$ cat config.mk
export PLATFORM = sky130hd
export DESIGN_NAME = settable_time_of_day_clock
export DESIGN_NICKNAME = d
export VERILOG_FILES = /design/src/rtl/core/stod_pkg.sv /design/src/rtl/core/settable_time_of_day_clock.sv /design/src/rtl/core/stod_step.sv
export SDC_FILE = /design/constraint.sdc
export NUM_CORES = 1
export LEC_CHECK = 0
export ABC_AREA = 1
export BUFFER_PORTS_ARGS = -buffer_cell sky130_fd_sc_hd__buf_2
export CELL_PAD_IN_SITES_DETAIL_PLACEMENT = 1
export CELL_PAD_IN_SITES_GLOBAL_PLACEMENT = 2
export CORE_ASPECT_RATIO = 1.2
export CORE_MARGIN = 8
export CORE_UTILIZATION = 36
export CTS_CLUSTER_DIAMETER = 120
export CTS_CLUSTER_SIZE = 30
export DETAILED_ROUTE_END_ITERATION = 16
export GPL_ROUTABILITY_DRIVEN = 0
export PLACE_DENSITY_LB_ADDON = 0.25
export SYNTH_ARGS = -nofsm -noshare
export SYNTH_HDL_FRONTEND = slang
export SYNTH_SLANG_ARGS = --single-unit
$ cat constraint.sdc
create_clock -name clock -period 5.4 [get_ports clock]
set_input_delay 1.08 -clock clock [delete_from_list [all_inputs] [get_ports clock]]
set_output_delay 1.08 -clock clock [all_outputs]
set_load 0.1 [all_outputs]
$ cat src/rtl/core/stod_pkg.sv
// ---------------------------------------------------------------------------
// Time-of-day clock package
// Mode and status codes, key codes, time limits and the clock state record
// shared by the time-of-day clock modules.
// ---------------------------------------------------------------------------
package stod_pkg;

   // Operating mode of the clock.
   typedef enum logic [1:0] {
      MODE_STOPPED = 2'd0,
      MODE_ADJUST  = 2'd1,
      MODE_RUNNING = 2'd2
   } mode_type;

   // Status reported with every result.
   typedef enum logic [2:0] {
      EV_NONE            = 3'd0,
      EV_INVALID         = 3'd1,
      EV_ALREADY_STOPPED = 3'd2,
      EV_RESET           = 3'd3,
      EV_ADJUST_DONE     = 3'd4
   } status_type;

   // ASCII key codes.
   localparam logic [7:0] KEY_ADJUST  = 8'h41; // 'A'
   localparam logic [7:0] KEY_RESET   = 8'h52; // 'R'
   localparam logic [7:0] KEY_GO      = 8'h47; // 'G'
   localparam logic [7:0] KEY_PAUSE   = 8'h50; // 'P'
   localparam logic [7:0] KEY_HOUR    = 8'h48; // 'H'
   localparam logic [7:0] KEY_MINUTE  = 8'h4D; // 'M'
   localparam logic [7:0] KEY_SECOND  = 8'h53; // 'S'
   localparam logic [7:0] KEY_DONE    = 8'h44; // 'D'
   localparam logic [7:0] KEY_IGNORE  = 8'h23; // '#'

   // Field limits and the prescaler reset value.
   localparam logic [5:0]  SEC_MAX        = 6'd59;
   localparam logic [5:0]  MIN_MAX        = 6'd59;
   localparam logic [4:0]  HOUR_MAX       = 5'd23;
   localparam logic [15:0] PRESCALE_RESET = 16'd3906;

   // Request kinds.
   localparam logic REQ_TICK = 1'b0;
   localparam logic REQ_KEY  = 1'b1;

   // Complete clock state.
   typedef struct packed {
      mode_type    mode;
      logic [15:0] ticks;
      logic [4:0]  hours;
      logic [5:0]  minutes;
      logic [5:0]  seconds;
   } clock_state_type;

endpackage

$ cat src/rtl/core/settable_time_of_day_clock.sv
// ---------------------------------------------------------------------------
// Settable time-of-day clock
// Hours, minutes and seconds clock with a prescaled tick input and a
// key-driven stopped / adjusting / running mode machine.
// ---------------------------------------------------------------------------
// Every request transfer (a timer tick or a key press) produces exactly one
// response transfer with the time, the mode and a status code after that
// request. The clock state is updated in the same cycle as the request is
// taken and the response appears in the next cycle from the output register;
// a new request is taken in every cycle unless the response register is
// full and stalled. The prescale limit is written through the csr port,
// which is always ready; write it only while no request is in flight. One
// second takes prescale limit plus one running ticks.
module settable_time_of_day_clock
   import stod_pkg::*;
(
   input  logic        clock,
   input  logic        reset,
   // Request channel
   input  logic        req_valid,
   output logic        req_stall,
   input  logic        req_type,
   input  logic [7:0]  req_key_code,
   // Response channel
   output logic        rsp_valid,
   input  logic        rsp_stall,
   output logic [4:0]  rsp_hours,
   output logic [5:0]  rsp_minutes,
   output logic [5:0]  rsp_seconds,
   output logic [1:0]  rsp_clock_mode,
   output logic [2:0]  rsp_event_status,
   // Configuration channel
   input  logic        csr_valid,
   output logic        csr_ready,
   input  logic [15:0] csr_data
);

   logic            req_accept;
   logic [15:0]     limit_ff;
   clock_state_type state_ff;
   clock_state_type state_in;
   status_type      status;
   logic            rsp_valid_ff;
   logic            rsp_valid_in;
   logic [4:0]      rsp_hours_ff;
   logic [5:0]      rsp_minutes_ff;
   logic [5:0]      rsp_seconds_ff;
   mode_type        rsp_mode_ff;
   status_type      rsp_status_ff;

   // The request side waits only while a response is held by a stall.
   assign req_stall  = rsp_valid_ff & rsp_stall;
   assign req_accept = req_valid & ~req_stall;
   assign csr_ready  = 1'b1;

   // Prescale limit register.
   always_ff @(posedge clock) begin
      if (reset) begin
         limit_ff <= PRESCALE_RESET;
      end else if (csr_valid && csr_ready) begin
         limit_ff <= csr_data;
      end
   end

   // Next state and status for the incoming request.
   stod_step u_step (
      .cur_state      (state_ff),
      .item_is_key    (req_type),
      .item_key       (req_key_code),
      .prescale_limit (limit_ff),
      .next_state     (state_in),
      .status         (status)
   );

   // Clock state register.
   always_ff @(posedge clock) begin
      if (reset) begin
         state_ff <= '{mode: MODE_STOPPED, ticks: '0, hours: '0,
                       minutes: '0, seconds: '0};
      end else if (req_accept) begin
         state_ff <= state_in;
      end
   end

   // Response valid: loaded on a request transfer, held while stalled.
   assign rsp_valid_in = req_accept | (rsp_valid_ff & rsp_stall);

   always_ff @(posedge clock) begin
      if (reset) begin
         rsp_valid_ff <= 1'b0;
      end else begin
         rsp_valid_ff <= rsp_valid_in;
      end
   end

   // Response payload: the visible time fields, the mode and the status.
   always_ff @(posedge clock) begin
      if (req_accept) begin
         rsp_hours_ff   <= state_in.hours;
         rsp_minutes_ff <= state_in.minutes;
         rsp_seconds_ff <= state_in.seconds;
         rsp_mode_ff    <= state_in.mode;
         rsp_status_ff  <= status;
      end
   end

   assign rsp_valid        = rsp_valid_ff;
   assign rsp_hours        = rsp_hours_ff;
   assign rsp_minutes      = rsp_minutes_ff;
   assign rsp_seconds      = rsp_seconds_ff;
   assign rsp_clock_mode   = rsp_mode_ff;
   assign rsp_event_status = rsp_status_ff;

endmodule

$ cat src/rtl/core/stod_step.sv
// ---------------------------------------------------------------------------
// Time-of-day clock step logic
// Combinational next state and status for one tick or key transfer.
// ---------------------------------------------------------------------------
module stod_step
   import stod_pkg::*;
(
   input  clock_state_type cur_state,
   input  logic            item_is_key,
   input  logic [7:0]      item_key,
   input  logic [15:0]     prescale_limit,
   output clock_state_type next_state,
   output status_type      status
);

   mode_type next_mode;

   // Next mode of the key-driven mode machine.
   always_comb begin
      next_mode = cur_state.mode;
      if (item_is_key == REQ_KEY) begin
         case (cur_state.mode)
            MODE_ADJUST: begin
               if (item_key == KEY_DONE) begin
                  next_mode = MODE_RUNNING;
               end
            end
            MODE_RUNNING: begin
               if (item_key == KEY_PAUSE) begin
                  next_mode = MODE_STOPPED;
               end
            end
            default: begin
               // Stopped, and the unused code, which behaves as stopped.
               if (item_key == KEY_ADJUST) begin
                  next_mode = MODE_ADJUST;
               end else if (item_key == KEY_GO) begin
                  next_mode = MODE_RUNNING;
               end else if (item_key != KEY_IGNORE) begin
                  next_mode = MODE_STOPPED;
               end
            end
         endcase
      end
   end

   // Time fields, prescaler and status.
   always_comb begin
      next_state.mode    = next_mode;
      next_state.ticks   = cur_state.ticks;
      next_state.hours   = cur_state.hours;
      next_state.minutes = cur_state.minutes;
      next_state.seconds = cur_state.seconds;
      status             = EV_NONE;
      if (item_is_key == REQ_TICK) begin
         // Ticks only count while running; reaching the limit advances a second.
         if (cur_state.mode == MODE_RUNNING) begin
            if (cur_state.ticks >= prescale_limit) begin
               next_state.ticks = '0;
               if (cur_state.seconds < SEC_MAX) begin
                  next_state.seconds = cur_state.seconds + 6'd1;
               end else begin
                  next_state.seconds = '0;
                  if (cur_state.minutes < MIN_MAX) begin
                     next_state.minutes = cur_state.minutes + 6'd1;
                  end else begin
                     next_state.minutes = '0;
                     next_state.hours   = (cur_state.hours >= HOUR_MAX) ?
                                          5'd0 : cur_state.hours + 5'd1;
                  end
               end
            end else begin
               next_state.ticks = cur_state.ticks + 16'd1;
            end
         end
      end else begin
         case (cur_state.mode)
            MODE_ADJUST: begin
               // Each field wraps on its own without carrying.
               if (item_key == KEY_HOUR) begin
                  next_state.hours = (cur_state.hours >= HOUR_MAX) ?
                                     5'd0 : cur_state.hours + 5'd1;
               end else if (item_key == KEY_MINUTE) begin
                  next_state.minutes = (cur_state.minutes >= MIN_MAX) ?
                                       6'd0 : cur_state.minutes + 6'd1;
               end else if (item_key == KEY_SECOND) begin
                  next_state.seconds = (cur_state.seconds >= SEC_MAX) ?
                                       6'd0 : cur_state.seconds + 6'd1;
               end else if (item_key == KEY_DONE) begin
                  status = EV_ADJUST_DONE;
               end
            end
            MODE_RUNNING: begin
               status = EV_NONE;
            end
            default: begin
               if (item_key == KEY_RESET) begin
                  next_state.hours   = '0;
                  next_state.minutes = '0;
                  next_state.seconds = '0;
                  status             = EV_RESET;
               end else if (item_key == KEY_PAUSE) begin
                  status = EV_ALREADY_STOPPED;
               end else if (item_key != KEY_ADJUST && item_key != KEY_GO &&
                            item_key != KEY_IGNORE) begin
                  status = EV_INVALID;
               end
            end
         endcase
      end
   end

endmodule

==> run_results.csv <==
group,metric,value,unit
status,run_status,"finished clean",
drt,postRouteWirelength,14500,µm
setup_path,required_time_reported_for_the_critical_path_endpoint,4320,ps
pwr,sw_share,34.3,%
synth,synth_most_common_cell,"nand2_1",
setup_path,endpoint_class_of_the_critical_path,"output port",
drt,drtPass1Iterations,4,
floorplan,starting_density_of_the_core,36.3,%
final_layout,synthToLayoutAreaGrowth,13.1,%
placed_design,placed_standard_cell_area,5080,µm²
synth,async_sr_flop_fraction,0,%
synth,synth-edff-count,22,
pwr,vdd.ir_drop.worst,0.000124,V
timing,timing.final.hold_violations,0,
placed_design,placement.io_buffers,53,
synth,sequential_share_of_the_synthesized_area,35.9,%
synth,ys.warnings.count,0,
clock_tree,cts.clk_slew.worst_paths,60,ps
final_layout,post-route-cell-area,5360,µm²
timing,grt_setup_unrepaired,"false",
clock_tree,clock_latency,340,ps
pwr,p_total,1.58,mW
timing,max_clock_freq,353,MHz
grt,globalRouteOverflowTotal,0,
timing,final.setup.tns,0,ps
timing,maxSlewViolCount,0,
floorplan,core.rowCount,46,
setup_path,crit_path_class,"input pin to output port",
synth,synth_nets,731,
pwr,seq_power_share,40.6,%
placed_design,pre_cts_ws,2300,ps
final_layout,antennaDiodeCount,0,
grt,combined_global_route_utilization_of_all_metal_layers,17.5,%
clock_tree,cts_inserted_buffers,9,
synth,post_synth_most_frequent_cells,"nand2_1, inv_1, o21ai_0, a21oi_1, nand3_1",
pwr,total_leakage_power,2.51,nW
clock_tree,post_cts_resize_count,0,
timing,finalWorstPathRequiredPeriod,2830,ps
final_layout,fraction_of_final_layout_cells_with_drive_strength_greater_than_1,12.4,%
timing,worst_slew_pin_slew,915,ps
synth,syn-mean-instance-area,6.98,µm²
drt,remaining_drc_errors,0,
synth,ys.flop_type,"dfxtp_1",
clock_tree,htree_levels,3,
floorplan,core-area,13100,µm²
final_layout,post_layout_nonfiller_instances,885,
timing,min_period_over_period,52.4,%
final_layout,finish.net_count,764,
synth,yosysUniqueCellTypes,38,
timing,postLayoutSetupSlackWorst,2570,ps
timing,setup_violations,0,
final_layout,final_core_utilization,41.0,%
synth,yosys.area.top_type_share,22.0,%
placed_design,dp_hpwl,10200,µm
floorplan,chipHeight,142,µm
setup_path,cp_data_arrival_time,1750,ps
grt,grt_antenna_before_repair,0,
setup_path,crit_path_start_kind,"input pin",
grt,grt_pass1_wl,24100,µm
timing,clock_skew,6.52,ps
drt,drt_iter0_drc,179,
floorplan,fp.dieW,121,µm
drt,drtAntennaViolNets,0,
synth,synth_area,4740,µm²
run,max_cap_viol_count,0,
grt,grt_start_max_net_pins,42,
setup_path,path_max_fanout,2,
clock_tree,tritoncts_num_sinks,74,
clock_tree,clock_tree_from_tritoncts,"built",
pwr,combinationalPowerShare,22.9,%
pwr,p_per_area,295,nW/µm²
pwr,portion_of_total_power_attributed_to_the_clock_network,36.5,%
pwr,power.internal,1.04,mW
pwr,switchingPower,0.542,mW
drt,viasPerCell,5.36,
clock_tree,cts_hold_repair.buffers,0,
synth,synth_seq_cells,74,
timing,worst_slew_margin_rel,38.8,%
drt,num_vias,4741,
synth,synthDominantAreaCellType,"dfxtp_1",
clock_tree,cts.path.max_buffers,2,
hold_path,hold_path_class,"flip-flop to flip-flop",
synth,count_of_mapped_cells_out_of_synthesis,679,
timing,fin_hold_ws,468,ps
synth,leading_post_synthesis_cells_by_cell_area,"dfxtp_1, edfxtp_1, nand2_1",
drt,wire_per_inst,16.4,µm
grt,grt_pass1_vias,4974,
clock_tree,cts_root_buf,"clkbuf_16",
floorplan,fp.dieArea,17100,µm²
floorplan,io-pin-count,55,
placed_design,numPlacedInstances,869,
clock_tree,cts_post_setup_buffers_inserted,0,
==> worst max-delay path: stages <==
cell	delay (ps)
buf_2	80
nand2_1	70
inv_1	90
buf_2	430
==> sequential cells by signal (all words and copies together) (netlist names) <==
register	cells
rsp_clock_mode	2
rsp_seconds	6
state_ff	35
rsp_event_status	3
rsp_hours	5
rsp_valid	1
rsp_minutes	6
limit_ff	16
==> worst paths after layout <==
check / end / slack (ps) / startpoint / depth (start not counted)
setup / recovery: req_stall / 2570 / rsp_stall / 4
hold / removal: limit_ff[8] / 470 / limit_ff[8] / 2
setup reg to reg: state_ff[25] / 2670 / state_ff[22] / 12
hold reg to reg: limit_ff[8] / 470 / limit_ff[8] / 2
==> logic make-up after synthesis <==
| logic type | Yosys count | share of synthesized area (%) |
|---|---|---|
| flip-flops | 74 | 35.9 |
| adder cells (fa/ha/maj) | 22 | 5.81 |
| AND/OR/NAND/NOR | 295 | 29.0 |
| AO/OA/AOI/OAI | 154 | 17.2 |
| XOR/XNOR | 10 | 1.85 |
| other | 1 | 0.0791 |
| buffers and inverters | 123 | 10.2 |
==> metal layers <==
metal / wire (µm) / global-route usage, % / vias to the layer above
li1: - / - / 2339
met1: 6150 / 19.6 / 2316
met2: 7640 / 31.8 / 66
met3: 472 / 3.46 / 20
met4: 228 / 6.59 / 0
met5: 0 / 0 / -
==> power groups by stage <==
| stage | clock, mW | combinational [mW] | sequential, mW |
|---|---|---|---|
| global placement | 0 | 0.353 | 0.652 |
| finish | 0.578 | 0.362 | 0.641 |
| CTS | 0.595 | 0.366 | 0.641 |
| floorplan | 0 | 0.176 | 0.759 |
| global route | 0.616 | 0.399 | 0.646 |
| detailed placement | 0 | 0.365 | 0.653 |
==> cell type report <==
cell class / instances / area, µm²
sequential: 74 / 1700
tap: 168 / 210
inverter: 91 / 342
clock buffer: 15 / 269
clock inverter: 1 / 8.76
fill: 1691 / 7700
timing repair buffer: 54 / 273
multi-input combinational: 482 / 2560
==> placed cells by master, fill, tap and decap left out, types with 5 or more instances in the layout <==
cell	n
nand2_1	143
inv_1	88
o21ai_0	69
nand3_1	67
a21oi_1	67
buf_2	53
dfxtp_1	52
nor2_1	29
nand4_1	22
edfxtp_1	22
ha_1	21
clkbuf_16	10
xor2_1	9
nor3_1	8
nor2_2	7
o21bai_1	6
o211ai_1	5
clkbuf_1	5
Note: power is estimated with default switching activity, not from simulation.
